==> src/rtl/core/lfu_replacement_table_assert.svh <==
// Assertion macros shared by the LFU replacement table RTL.
// Included by the modules that check their own invariants; no other dependencies.
`ifndef LFU_REPLACEMENT_TABLE_ASSERT_SVH
`define LFU_REPLACEMENT_TABLE_ASSERT_SVH

`ifndef SYNTH
// Condition that must hold at every clock edge out of reset.
`define LFU_ASSERT_ALWAYS(label, clk, rst_n, expr) \
    label: assert property (@(posedge clk) disable iff (!rst_n) (expr)) \
        else $error("lfu_replacement_table: invariant violated");
// Same-cycle implication.
`define LFU_ASSERT_IMPL(label, clk, rst_n, ante, cons) \
    label: assert property (@(posedge clk) disable iff (!rst_n) (ante) |-> (cons)) \
        else $error("lfu_replacement_table: implication violated");
// Next-cycle implication.
`define LFU_ASSERT_NEXT(label, clk, rst_n, ante, cons) \
    label: assert property (@(posedge clk) disable iff (!rst_n) (ante) |=> (cons)) \
        else $error("lfu_replacement_table: sequence violated");
`else
`define LFU_ASSERT_ALWAYS(label, clk, rst_n, expr)
`define LFU_ASSERT_IMPL(label, clk, rst_n, ante, cons)
`define LFU_ASSERT_NEXT(label, clk, rst_n, ante, cons)
`endif

`endif

==> src/rtl/core/lfu_pkg.sv <==
// Shared constants and controller/datapath command and status types for the
// LFU replacement table. No dependencies.
package lfu_pkg;

    localparam int LFU_ENTRIES    = 32;
    localparam int LFU_KEY_BITS   = 16;
    localparam int LFU_COUNT_BITS = 16;

    localparam int KEY_W   = 16;
    localparam int SLOT_W  = 5;
    localparam int CAP_W   = 6;
    localparam int STAMP_W = 32;

    localparam logic [CAP_W-1:0] CAP_RESET = 6'd32;

    localparam int APB_ADDR_W = 3;
    localparam int APB_DATA_W = 32;

    // Register index, taken from the word address bit of paddr.
    localparam logic [0:0] REG_CAPACITY = 1'b0;

    typedef struct packed {
        logic start;
        logic scan;
        logic commit;
    } t_dp_cmd;

    typedef struct packed {
        logic scan_last;
        logic out_free;
    } t_dp_sts;

endpackage

==> src/rtl/core/lfu_channels.sv <==
// Valid/ready channel interfaces for access items and result items.
// Depends on lfu_pkg for the field widths.
interface lfu_req_if;
    import lfu_pkg::*;

    logic             valid;
    logic             ready;
    logic [KEY_W-1:0] access_key;

    modport source (output valid, output access_key, input ready);
    modport sink   (input valid, input access_key, output ready);
endinterface

interface lfu_rsp_if;
    import lfu_pkg::*;

    logic              valid;
    logic              ready;
    logic              hit;
    logic [SLOT_W-1:0] slot;
    logic              evicted_valid;
    logic [KEY_W-1:0]  evicted_key;

    modport source (output valid, output hit, output slot, output evicted_valid,
                    output evicted_key, input ready);
    modport sink   (input valid, input hit, input slot, input evicted_valid,
                    input evicted_key, output ready);
endinterface

==> src/rtl/core/lfu_replacement_table.sv <==
// Top level of the LFU replacement table: configuration register, controller
// and datapath. Depends on lfu_pkg, lfu_channels, lfu_cfg, lfu_ctrl and lfu_dp.
//
//  Channel  Dir  Handshake          Carries
//  i_req    in   valid/ready        access_key
//  o_rsp    out  valid/ready        hit, slot, evicted_valid, evicted_key
//  APB      in   psel/penable       capacity register at byte address 0
//
// Each item is handled in order: accept, a scan of every entry in the table memory
// through its single read port, a drain of the last read, and a commit that writes
// the update and loads the result register once that register is free.
// Reset clears the valid bits, occupancy and tick at once; there is no clearing pass.
// A result waiting in the output register does not hold off the next item; only
// the commit of that next item waits until the result has been taken.
module lfu_replacement_table #(
    parameter int ENTRIES    = lfu_pkg::LFU_ENTRIES,
    parameter int KEY_BITS   = lfu_pkg::LFU_KEY_BITS,
    parameter int COUNT_BITS = lfu_pkg::LFU_COUNT_BITS
) (
    input  logic                           i_clk,
    input  logic                           i_rst_n,
    lfu_req_if.sink                        i_req,
    lfu_rsp_if.source                      o_rsp,
    input  logic                           psel,
    input  logic                           penable,
    input  logic                           pwrite,
    input  logic [lfu_pkg::APB_ADDR_W-1:0] paddr,
    input  logic [lfu_pkg::APB_DATA_W-1:0] pwdata,
    output logic [lfu_pkg::APB_DATA_W-1:0] prdata,
    output logic                           pready
);
    import lfu_pkg::*;

    localparam int OCC_W = $clog2(ENTRIES + 1);

    t_dp_cmd          w_cmd;
    t_dp_sts          w_sts;
    logic [OCC_W-1:0] w_eff_cap;
    logic             w_in_ready;

    assign i_req.ready = w_in_ready;

    lfu_cfg #(
        .ENTRIES (ENTRIES)
    ) u_cfg (
        .i_clk     (i_clk),
        .i_rst_n   (i_rst_n),
        .psel      (psel),
        .penable   (penable),
        .pwrite    (pwrite),
        .paddr     (paddr),
        .pwdata    (pwdata),
        .prdata    (prdata),
        .pready    (pready),
        .o_eff_cap (w_eff_cap)
    );

    lfu_ctrl u_ctrl (
        .i_clk      (i_clk),
        .i_rst_n    (i_rst_n),
        .i_in_valid (i_req.valid),
        .o_in_ready (w_in_ready),
        .i_sts      (w_sts),
        .o_cmd      (w_cmd)
    );

    lfu_dp #(
        .ENTRIES    (ENTRIES),
        .KEY_BITS   (KEY_BITS),
        .COUNT_BITS (COUNT_BITS)
    ) u_dp (
        .i_clk        (i_clk),
        .i_rst_n      (i_rst_n),
        .i_cmd        (w_cmd),
        .o_sts        (w_sts),
        .i_access_key (i_req.access_key),
        .i_eff_cap    (w_eff_cap),
        .o_rsp        (o_rsp)
    );

endmodule

==> src/rtl/core/lfu_cfg.sv <==
// APB-style configuration register holding the table capacity, and the
// clamped capacity seen by the datapath. Depends on lfu_pkg.
module lfu_cfg #(
    parameter int ENTRIES = lfu_pkg::LFU_ENTRIES
) (
    input  logic                              i_clk,
    input  logic                              i_rst_n,
    input  logic                              psel,
    input  logic                              penable,
    input  logic                              pwrite,
    input  logic [lfu_pkg::APB_ADDR_W-1:0]    paddr,
    input  logic [lfu_pkg::APB_DATA_W-1:0]    pwdata,
    output logic [lfu_pkg::APB_DATA_W-1:0]    prdata,
    output logic                              pready,
    output logic [$clog2(ENTRIES + 1)-1:0]    o_eff_cap
);
    import lfu_pkg::*;

    localparam int OCC_W = $clog2(ENTRIES + 1);
    localparam int CMP_W = (OCC_W > CAP_W) ? OCC_W : CAP_W;

    logic [CAP_W-1:0] r_capacity;
    logic [CMP_W-1:0] cap_ext;
    logic             sel_cap;

    assign pready  = 1'b1;
    assign sel_cap = (paddr[APB_ADDR_W-1:2] == REG_CAPACITY);

    always_ff @(posedge i_clk) begin
        if (!i_rst_n) begin
            r_capacity <= CAP_RESET;
        end else if (psel && penable && pwrite && pready && sel_cap) begin
            r_capacity <= pwdata[CAP_W-1:0];
        end
    end

    always_comb begin
        prdata = '0;
        if (sel_cap) begin
            prdata = APB_DATA_W'(r_capacity);
        end
    end

    // A capacity of zero behaves as one, and anything beyond the table size
    // behaves as the full table.
    assign cap_ext = CMP_W'(r_capacity);

    always_comb begin
        if (r_capacity == '0) begin
            o_eff_cap = OCC_W'(1);
        end else if (cap_ext > CMP_W'(ENTRIES)) begin
            o_eff_cap = OCC_W'(ENTRIES);
        end else begin
            o_eff_cap = OCC_W'(cap_ext);
        end
    end

endmodule

==> src/rtl/core/lfu_ctrl.sv <==
// Sequencing state machine for the LFU replacement table: accept, scan,
// drain the last read, commit. Depends on lfu_pkg.
`include "lfu_replacement_table_assert.svh"

module lfu_ctrl (
    input  logic             i_clk,
    input  logic             i_rst_n,
    input  logic             i_in_valid,
    output logic             o_in_ready,
    input  lfu_pkg::t_dp_sts i_sts,
    output lfu_pkg::t_dp_cmd o_cmd
);
    import lfu_pkg::*;

    typedef enum logic [3:0] {
        S_IDLE   = 4'b0001,
        S_SCAN   = 4'b0010,
        S_LAST   = 4'b0100,
        S_COMMIT = 4'b1000
    } t_state;

    t_state r_state;
    t_state n_state;

    always_ff @(posedge i_clk) begin
        if (!i_rst_n) begin
            r_state <= S_IDLE;
        end else begin
            r_state <= n_state;
        end
    end

    always_comb begin
        n_state    = r_state;
        o_in_ready = 1'b0;
        o_cmd      = '0;
        case (r_state)
            S_IDLE: begin
                o_in_ready = 1'b1;
                if (i_in_valid) begin
                    o_cmd.start = 1'b1;
                    n_state     = S_SCAN;
                end
            end
            S_SCAN: begin
                o_cmd.scan = 1'b1;
                if (i_sts.scan_last) begin
                    n_state = S_LAST;
                end
            end
            S_LAST: begin
                // The read of the final entry is still in flight.
                n_state = S_COMMIT;
            end
            S_COMMIT: begin
                if (i_sts.out_free) begin
                    o_cmd.commit = 1'b1;
                    n_state      = S_IDLE;
                end
            end
            default: begin
                n_state = S_IDLE;
            end
        endcase
    end

    `LFU_ASSERT_NEXT(a_accept_starts_scan, i_clk, i_rst_n, i_in_valid && o_in_ready, r_state == S_SCAN)

endmodule

==> src/rtl/core/lfu_dp.sv <==
// Datapath of the LFU replacement table: entry memory, valid bits, scan
// registers, access tick, occupancy and result register. Depends on lfu_pkg
// and the result channel interface.
`include "lfu_replacement_table_assert.svh"

module lfu_dp #(
    parameter int ENTRIES    = lfu_pkg::LFU_ENTRIES,
    parameter int KEY_BITS   = lfu_pkg::LFU_KEY_BITS,
    parameter int COUNT_BITS = lfu_pkg::LFU_COUNT_BITS
) (
    input  logic                           i_clk,
    input  logic                           i_rst_n,
    input  lfu_pkg::t_dp_cmd               i_cmd,
    output lfu_pkg::t_dp_sts               o_sts,
    input  logic [lfu_pkg::KEY_W-1:0]      i_access_key,
    input  logic [$clog2(ENTRIES + 1)-1:0] i_eff_cap,
    lfu_rsp_if.source                      o_rsp
);
    import lfu_pkg::*;

    localparam int IDX_W  = (ENTRIES > 1) ? $clog2(ENTRIES) : 1;
    localparam int OCC_W  = $clog2(ENTRIES + 1);
    localparam int WORD_W = KEY_BITS + COUNT_BITS + STAMP_W;

    // Entry word: key, use count, insertion stamp.
    logic [WORD_W-1:0]     r_mem [ENTRIES];
    logic [WORD_W-1:0]     r_rd_word;

    logic [IDX_W-1:0]      r_idx;
    logic [IDX_W-1:0]      r_eval_idx;
    logic                  r_eval_go;
    logic [ENTRIES-1:0]    r_valid;
    logic [OCC_W-1:0]      r_occ;
    logic [STAMP_W-1:0]    r_tick;
    logic [KEY_BITS-1:0]   r_key;

    logic                  r_hit;
    logic [IDX_W-1:0]      r_hit_idx;
    logic [COUNT_BITS-1:0] r_hit_cnt;
    logic [STAMP_W-1:0]    r_hit_stamp;
    logic                  r_free_found;
    logic [IDX_W-1:0]      r_free_idx;
    logic                  r_min_found;
    logic [IDX_W-1:0]      r_min_idx;
    logic [COUNT_BITS-1:0] r_min_cnt;
    logic [STAMP_W-1:0]    r_min_stamp;
    logic [KEY_BITS-1:0]   r_min_key;

    logic                  r_out_vld;
    logic                  r_o_hit;
    logic [SLOT_W-1:0]     r_o_slot;
    logic                  r_o_ev;
    logic [KEY_W-1:0]      r_o_ev_key;

    logic [KEY_BITS-1:0]   rd_key;
    logic [COUNT_BITS-1:0] rd_cnt;
    logic [STAMP_W-1:0]    rd_stamp;
    logic                  rd_vld;
    logic                  rd_better;

    logic                  room;
    logic [IDX_W-1:0]      d_slot;
    logic [COUNT_BITS-1:0] d_cnt;
    logic [STAMP_W-1:0]    d_stamp;
    logic                  d_ev;
    logic [KEY_BITS-1:0]   d_ev_key;
    logic                  d_inc_occ;

    assign o_sts.scan_last = (r_idx == IDX_W'(ENTRIES - 1));
    assign o_sts.out_free  = !r_out_vld || o_rsp.ready;

    // Entry memory: one registered read a cycle during the scan, one write at commit.
    always_ff @(posedge i_clk) begin
        r_rd_word <= r_mem[r_idx];
        if (i_cmd.commit) begin
            r_mem[d_slot] <= {r_key, d_cnt, d_stamp};
        end
    end

    assign rd_key   = r_rd_word[WORD_W-1 -: KEY_BITS];
    assign rd_cnt   = r_rd_word[STAMP_W +: COUNT_BITS];
    assign rd_stamp = r_rd_word[STAMP_W-1:0];
    assign rd_vld   = r_valid[r_eval_idx];

    // Lower count wins; equal counts go to the older stamp. Strict compares
    // keep the lowest slot when both are equal.
    assign rd_better = !r_min_found || (rd_cnt < r_min_cnt) ||
                       ((rd_cnt == r_min_cnt) && (rd_stamp < r_min_stamp));

    always_ff @(posedge i_clk) begin
        r_eval_idx <= r_idx;
        if (i_cmd.start) begin
            r_key <= KEY_BITS'(i_access_key);
        end
        if (r_eval_go) begin
            if (rd_vld && !r_hit && (rd_key == r_key)) begin
                r_hit_idx   <= r_eval_idx;
                r_hit_cnt   <= rd_cnt;
                r_hit_stamp <= rd_stamp;
            end
            if (!rd_vld && !r_free_found) begin
                r_free_idx <= r_eval_idx;
            end
            if (rd_vld && rd_better) begin
                r_min_idx   <= r_eval_idx;
                r_min_cnt   <= rd_cnt;
                r_min_stamp <= rd_stamp;
                r_min_key   <= rd_key;
            end
        end
    end

    always_ff @(posedge i_clk) begin
        if (!i_rst_n) begin
            r_idx        <= '0;
            r_eval_go    <= 1'b0;
            r_tick       <= '0;
            r_hit        <= 1'b0;
            r_free_found <= 1'b0;
            r_min_found  <= 1'b0;
        end else begin
            r_eval_go <= i_cmd.scan;
            if (i_cmd.start) begin
                r_idx        <= '0;
                r_hit        <= 1'b0;
                r_free_found <= 1'b0;
                r_min_found  <= 1'b0;
                if (r_tick != '1) begin
                    r_tick <= r_tick + STAMP_W'(1);
                end
            end else begin
                if (i_cmd.scan) begin
                    r_idx <= r_idx + IDX_W'(1);
                end
                if (r_eval_go) begin
                    if (rd_vld && (rd_key == r_key)) begin
                        r_hit <= 1'b1;
                    end
                    if (!rd_vld) begin
                        r_free_found <= 1'b1;
                    end
                    if (rd_vld) begin
                        r_min_found <= 1'b1;
                    end
                end
            end
        end
    end

    assign room = (r_occ < i_eff_cap);

    always_comb begin
        d_slot    = '0;
        d_cnt     = COUNT_BITS'(1);
        d_stamp   = r_tick;
        d_ev      = 1'b0;
        d_ev_key  = '0;
        d_inc_occ = 1'b0;
        if (r_hit) begin
            d_slot  = r_hit_idx;
            d_cnt   = (r_hit_cnt == '1) ? r_hit_cnt : r_hit_cnt + COUNT_BITS'(1);
            d_stamp = r_hit_stamp;
        end else if (room) begin
            d_slot    = r_free_found ? r_free_idx : '0;
            d_inc_occ = 1'b1;
        end else begin
            d_slot   = r_min_found ? r_min_idx : '0;
            d_ev     = r_min_found;
            d_ev_key = r_min_found ? r_min_key : '0;
        end
    end

    always_ff @(posedge i_clk) begin
        if (!i_rst_n) begin
            r_valid   <= '0;
            r_occ     <= '0;
            r_out_vld <= 1'b0;
        end else begin
            if (i_cmd.commit) begin
                r_valid[d_slot] <= 1'b1;
                if (d_inc_occ) begin
                    r_occ <= r_occ + OCC_W'(1);
                end
                r_out_vld <= 1'b1;
            end else if (o_rsp.ready) begin
                r_out_vld <= 1'b0;
            end
        end
    end

    always_ff @(posedge i_clk) begin
        if (i_cmd.commit) begin
            r_o_hit    <= r_hit;
            r_o_slot   <= SLOT_W'(d_slot);
            r_o_ev     <= d_ev;
            r_o_ev_key <= KEY_W'(d_ev_key);
        end
    end

    assign o_rsp.valid         = r_out_vld;
    assign o_rsp.hit           = r_o_hit;
    assign o_rsp.slot          = r_o_slot;
    assign o_rsp.evicted_valid = r_o_ev;
    assign o_rsp.evicted_key   = r_o_ev_key;

    `LFU_ASSERT_ALWAYS(a_occ_matches_valid, i_clk, i_rst_n, $countones(r_valid) == int'(r_occ))
    `LFU_ASSERT_IMPL(a_evict_only_on_miss, i_clk, i_rst_n, r_out_vld && r_o_ev, !r_o_hit)
    `LFU_ASSERT_NEXT(a_commit_loads_result, i_clk, i_rst_n, i_cmd.commit, r_out_vld)

endmodule
==> src/flat_wrapper.sv <==
// flat-port wrapper written by rule: the top's interface ports become plain ports
module lfu_replacement_table_flat import lfu_pkg::*;
#(
    parameter int ENTRIES    = lfu_pkg::LFU_ENTRIES,
    parameter int KEY_BITS   = lfu_pkg::LFU_KEY_BITS,
    parameter int COUNT_BITS = lfu_pkg::LFU_COUNT_BITS
)
  (i_clk, i_rst_n, psel, penable, pwrite, paddr, pwdata, prdata, pready, i_req_valid, i_req_access_key, i_req_ready, o_rsp_valid, o_rsp_hit, o_rsp_slot, o_rsp_evicted_valid, o_rsp_evicted_key, o_rsp_ready);
  lfu_req_if i_req_i ();
  lfu_rsp_if o_rsp_i ();
  input  logic i_clk;
  input  logic i_rst_n;
  input  logic psel;
  input  logic penable;
  input  logic pwrite;
  input  logic [lfu_pkg::APB_ADDR_W-1:0] paddr;
  input  logic [lfu_pkg::APB_DATA_W-1:0] pwdata;
  output logic [lfu_pkg::APB_DATA_W-1:0] prdata;
  output logic pready;
  input wire logic [$bits(i_req_i.valid)-1:0] i_req_valid;
  input wire logic [$bits(i_req_i.access_key)-1:0] i_req_access_key;
  output wire logic [$bits(i_req_i.ready)-1:0] i_req_ready;
  output wire logic [$bits(o_rsp_i.valid)-1:0] o_rsp_valid;
  output wire logic [$bits(o_rsp_i.hit)-1:0] o_rsp_hit;
  output wire logic [$bits(o_rsp_i.slot)-1:0] o_rsp_slot;
  output wire logic [$bits(o_rsp_i.evicted_valid)-1:0] o_rsp_evicted_valid;
  output wire logic [$bits(o_rsp_i.evicted_key)-1:0] o_rsp_evicted_key;
  input wire logic [$bits(o_rsp_i.ready)-1:0] o_rsp_ready;
  assign i_req_i.valid = i_req_valid;
  assign i_req_i.access_key = i_req_access_key;
  assign i_req_ready = i_req_i.ready;
  assign o_rsp_valid = o_rsp_i.valid;
  assign o_rsp_hit = o_rsp_i.hit;
  assign o_rsp_slot = o_rsp_i.slot;
  assign o_rsp_evicted_valid = o_rsp_i.evicted_valid;
  assign o_rsp_evicted_key = o_rsp_i.evicted_key;
  assign o_rsp_i.ready = o_rsp_ready;
  lfu_replacement_table #(.ENTRIES(ENTRIES), .KEY_BITS(KEY_BITS), .COUNT_BITS(COUNT_BITS)) u_core (.i_clk(i_clk), .i_rst_n(i_rst_n), .i_req(i_req_i), .o_rsp(o_rsp_i), .psel(psel), .penable(penable), .pwrite(pwrite), .paddr(paddr), .pwdata(pwdata), .prdata(prdata), .pready(pready));
endmodule
==> config.mk <==
export PLATFORM = sky130hd
export DESIGN_NAME = lfu_replacement_table_flat
export DESIGN_NICKNAME = d
export VERILOG_FILES = /design/src/rtl/core/lfu_pkg.sv /design/src/rtl/core/lfu_channels.sv /design/src/rtl/core/lfu_replacement_table.sv /design/src/rtl/core/lfu_cfg.sv /design/src/rtl/core/lfu_ctrl.sv /design/src/rtl/core/lfu_dp.sv /design/src/flat_wrapper.sv
export VERILOG_INCLUDE_DIRS = /design/src /design/src/rtl/core
export SDC_FILE = /design/constraint.sdc
export NUM_CORES = 2
export LEC_CHECK = 0
export BUFFER_PORTS_ARGS = -buffer_cell sky130_fd_sc_hd__buf_2
export CAP_MARGIN = 10
export CORE_MARGIN = 2
export CORE_UTILIZATION = 40
export CTS_BUF_LIST = sky130_fd_sc_hd__clkbuf_4
export CTS_CLUSTER_DIAMETER = 40
export DETAILED_ROUTE_END_ITERATION = 16
export PLACE_DENSITY_LB_ADDON = 0.2
export SETUP_SLACK_MARGIN = 0.1
export SLEW_MARGIN = 20
export SYNTH_ARGS = -nofsm -noshare
export SYNTH_HDL_FRONTEND = slang
export SYNTH_SLANG_ARGS = --single-unit
==> constraint.sdc <==
create_clock -name i_clk -period 6.2 [get_ports i_clk]
set_input_delay 0.62 -clock i_clk [delete_from_list [all_inputs] [get_ports i_clk]]
set_output_delay 0.62 -clock i_clk [all_outputs]
set_load 0.05 [all_outputs]
==> results by group <==
Synthesis
  – Post-synthesis cell area: 0.0904 mm^2
  – Asr flop ratio synth: 0
  – Post-synthesis sequential area ratio: 0.771
  – Yosys cell types: 60
  – Syn Inst Count: between 3000 and 4000
  – Primary FF master, synth: edfxtp_1
  – Synth Warn #: 0
  – Post-synthesis average cell area: ~23 um^2
  – Post-synth EDFFs: ~2200
  – Yosys reg bits: 2373

CTS
  – H-tree depth: 6
  – Worst-path clk slew: 0.06 ns
  – Num CTS Buffers: about 640
  – Root Buffer: clkbuf_4
  – Longest Clk Path Bufs: 4
  – CTS tree: built
  – CTS resizes: 0
  – # hold bufs at CTS: 60
  – Worst skew pair latency: around 1.4 ns
  – Postcts setup bufs: 0
  – Clock Sinks: between 2000 and 2500

Cells and area
  – Share of post-route cells with drive strength above 1: 0.386
  – Area Growth Syn to Fin: 15.0%
  – Finished Cell Area: 0.104 mm^2
  – Post-layout nets: approximately 4800

STA
  – Hold Vio Cnt, Final: 0
  – Fin crit share: 0.786
  – Final min period: slightly below 5 ns
  – F_max: just over 200 MHz
  – Setup TNS: 0 ns
  – Final setup skew: approximately 0.10 ns
  – Setup-failing EPs final: 0
  – Measured slew at the worst slew-check pin: ~1.1 ns
  – Max_slew headroom: 0.232
  – WHS: 0.317 ns
  – Max-slew violation count: 0
  – RSZ-0062 raised after global routing: false

Placed design
  – Port bufs: 60
  – Placed Instance Area: around 0.095 mm^2
  – DP HPWL: between 100 and 150 mm
  – GPL Wtd Cong: 0.780

Route
  – Mean routed wirelength per cell: ~27 um
  – Residual DRC: 0
  – Drt pass-1 iters: 8
  – Via count: between 40000 and 50000
  – Starting DRT DRC Count: 4254
  – Total Wirelength: between 200 and 250 mm
  – ANT nets after route: 0
  – Vias per inst: 5.37

Critical path
  – Worst setup EP type: flop
  – Critical path type: flop to flop
  – Largest stage delay, worst path: 0.87 ns
  – CP Cell Sequence: inv_1 > nand2_1 > ha_1 > nand2_1 > o21ai_0 > a32o_1 > buf_4 > a221oi_2 > inv_1 > nand3_1 > nor2_4 > buf_4
  – Arrival @ worst endpoint: roughly 5.9 ns
  – Crit-path max FO: 21
  – WP data required: approximately 7.2 ns
  – Slowest cell on the critical path: nor2_4
  – Startpoint types: flop

Die
  – Initial Util: 0.402
  – # rows: between 150 and 200
  – Core area: 0.225 mm^2
  – Full die area: between 0.2 and 0.25 mm^2
  – Ports: 116
  – Chip width: about 480 um
  – Die extent in y: 479 um

Global routing
  – Initial antenna violation count: 17
  – Vias in the first global route: between 40000 and 50000
  – First-pass GRT wire length: 317 mm
  – Total GRT Usage: 0.191
  – Largest net degree at the start of global routing: 95
  – Remaining global-route overflow: 0

Power and ir drop
  – Power Density: roughly 310 mW/mm^2
  – Worst VDD drop: around 0.19 mV
  – Leak Pwr: 32.3 nW

Run status
  – Status: finished, final reports clean

Min path
  – Min-delay worst type: input pin to flop

Flow run
  – Max Cap Viol: 0
==> per-stage QoR <==
step / total power, mW / util / std cells / worst slack (ns)
4_1_cts: 32.5 / 0.463 / 8137 / 1.27
5_1_grt: 33.4 / 0.463 / 8144 / 0.914
6_report: 32.0 / 0.463 / 8147 / 1.33
3_5_place_dp: 18.9 / 0.425 / 6974 / 1.30
2_1_floorplan: 18.5 / - / 3999 / 0.280
3_3_place_gp: 18.8 / 0.425 / 6974 / 1.31
==> worst paths after layout <==
path	depth (start not counted)	slack (ns)	start	endpoint
setup / recovery	12	1.33	u_core.u_cfg.cap_ext[5]	u_core.u_dp.r_mem[24][1]
hold / removal	4	0.32	i_req_valid	u_core.u_ctrl.r_state[2]
setup reg to reg	12	1.33	u_core.u_cfg.cap_ext[5]	u_core.u_dp.r_mem[24][1]
hold reg to reg	2	0.45	u_core.u_dp.r_valid[14]	u_core.u_dp.r_valid[14]
==> worst max-delay path, delay by kind of cell (launching register included) <==
family                     cells  cell delay [ns]
AOI/OAI and AO/OA              3             1.19
adders and majority gates      1             0.30
buffers and inverters          4             1.23
DFF                            1             0.31
and+or+nand+nor                4             1.45
==> Yosys cell counts, types with 6 or more instances <==
library cell,number,share of area
mux2_2,96,0.012
nor4_1,9,0.00062
mux2i_1,13,0.0014
nand2_1,82,0.0034
a21o_1,10,0.00083
buf_1,44,0.0018
and2_1,49,0.0034
and4_1,7,0.00068
nor2b_1,13,0.00090
inv_1,60,0.0025
xnor2_1,27,0.0026
nand2b_1,10,0.00069
ha_1,57,0.0079
edfxtp_1,2214,0.74
o31ai_1,11,0.00091
buf_4,27,0.0022
a21boi_0,7,0.00058
nor2_1,54,0.0022
a21oi_1,22,0.0012
xor2_1,25,0.0024
dfxtp_1,159,0.035
clkbuf_1,132,0.0055
o21ai_0,38,0.0021
nand3_1,36,0.0020
nor3_1,12,0.00066
and3_1,14,0.00097
mux4_2,650,0.16
nor4b_1,6,0.00058
or3_1,10,0.00069
nand4_1,25,0.0017
==> cells by family after synthesis <==
kind of cell,synth area share
XOR/XNOR,0.00504
other,0.0000831
multiplexers,0.175
buffers and inverters,0.0122
AO/OA/AOI/OAI,0.00942
flip-flops,0.771
adder cells (fa/ha/maj),0.00789
AND/OR/NAND/NOR,0.0195
==> routing by layer <==
metal	track usage	wire (um)	part of all wire	up-vias
met5	0	0	0	-
met4	0.0561	4070	0.019	0
met3	0.0390	13200	0.060	312
met1	0.269	96600	0.44	23339
li1	-	-	-	18569
met2	0.302	106000	0.48	1529
==> layout by cell type (no fill, tap or decap), types with 49 or more instances in the layout <==
cell type / n
clkbuf_4: 943
mux2_2: 96
dlygate4sd3_1: 60
edfxtp_1: 2214
and2_1: 49
buf_2: 60
ha_1: 57
clkinv_1: 114
nand2_1: 82
buf_4: 90
inv_1: 60
dfxtp_1: 153
mux4_2: 650
==> where the power goes <==
part	leakage [nW]	total [mW]	switching, mW	internal, mW
registers	20.8	17.6	0.0781	17.5
clock network	4.77	13.5	6.25	7.23
logic	6.64	0.945	0.571	0.374
==> layout make-up <==
cell class,instances,area (um^2)
clock inverter,160,820
tap,2992,3740
multi-input combinational,1359,20100
inverter,62,233
fill,19038,121000
sequential,2373,69700
clock buffer,943,7080
timing repair buffer,248,2340
antenna,10,25.0
==> state kept, by name (all words and copies together) (netlist names), 16 cells and up <==
| register | cells |
|---|---|
| u_core.u_dp.r_key | 16 |
| u_core.u_dp.r_valid | 32 |
| u_core.u_dp.r_tick | 32 |
| u_core.u_dp.r_min_key | 16 |
| u_core.u_dp.o_rsp.evicted_key | 16 |
| u_core.u_dp.r_mem | 2048 |
| u_core.u_dp.r_hit_stamp | 32 |
| u_core.u_dp.r_rd_word | 64 |
| u_core.u_dp.r_hit_cnt | 16 |
| u_core.u_dp.r_min_stamp | 32 |
| u_core.u_dp.r_min_cnt | 16 |
Power figures use the tool's default switching activity.
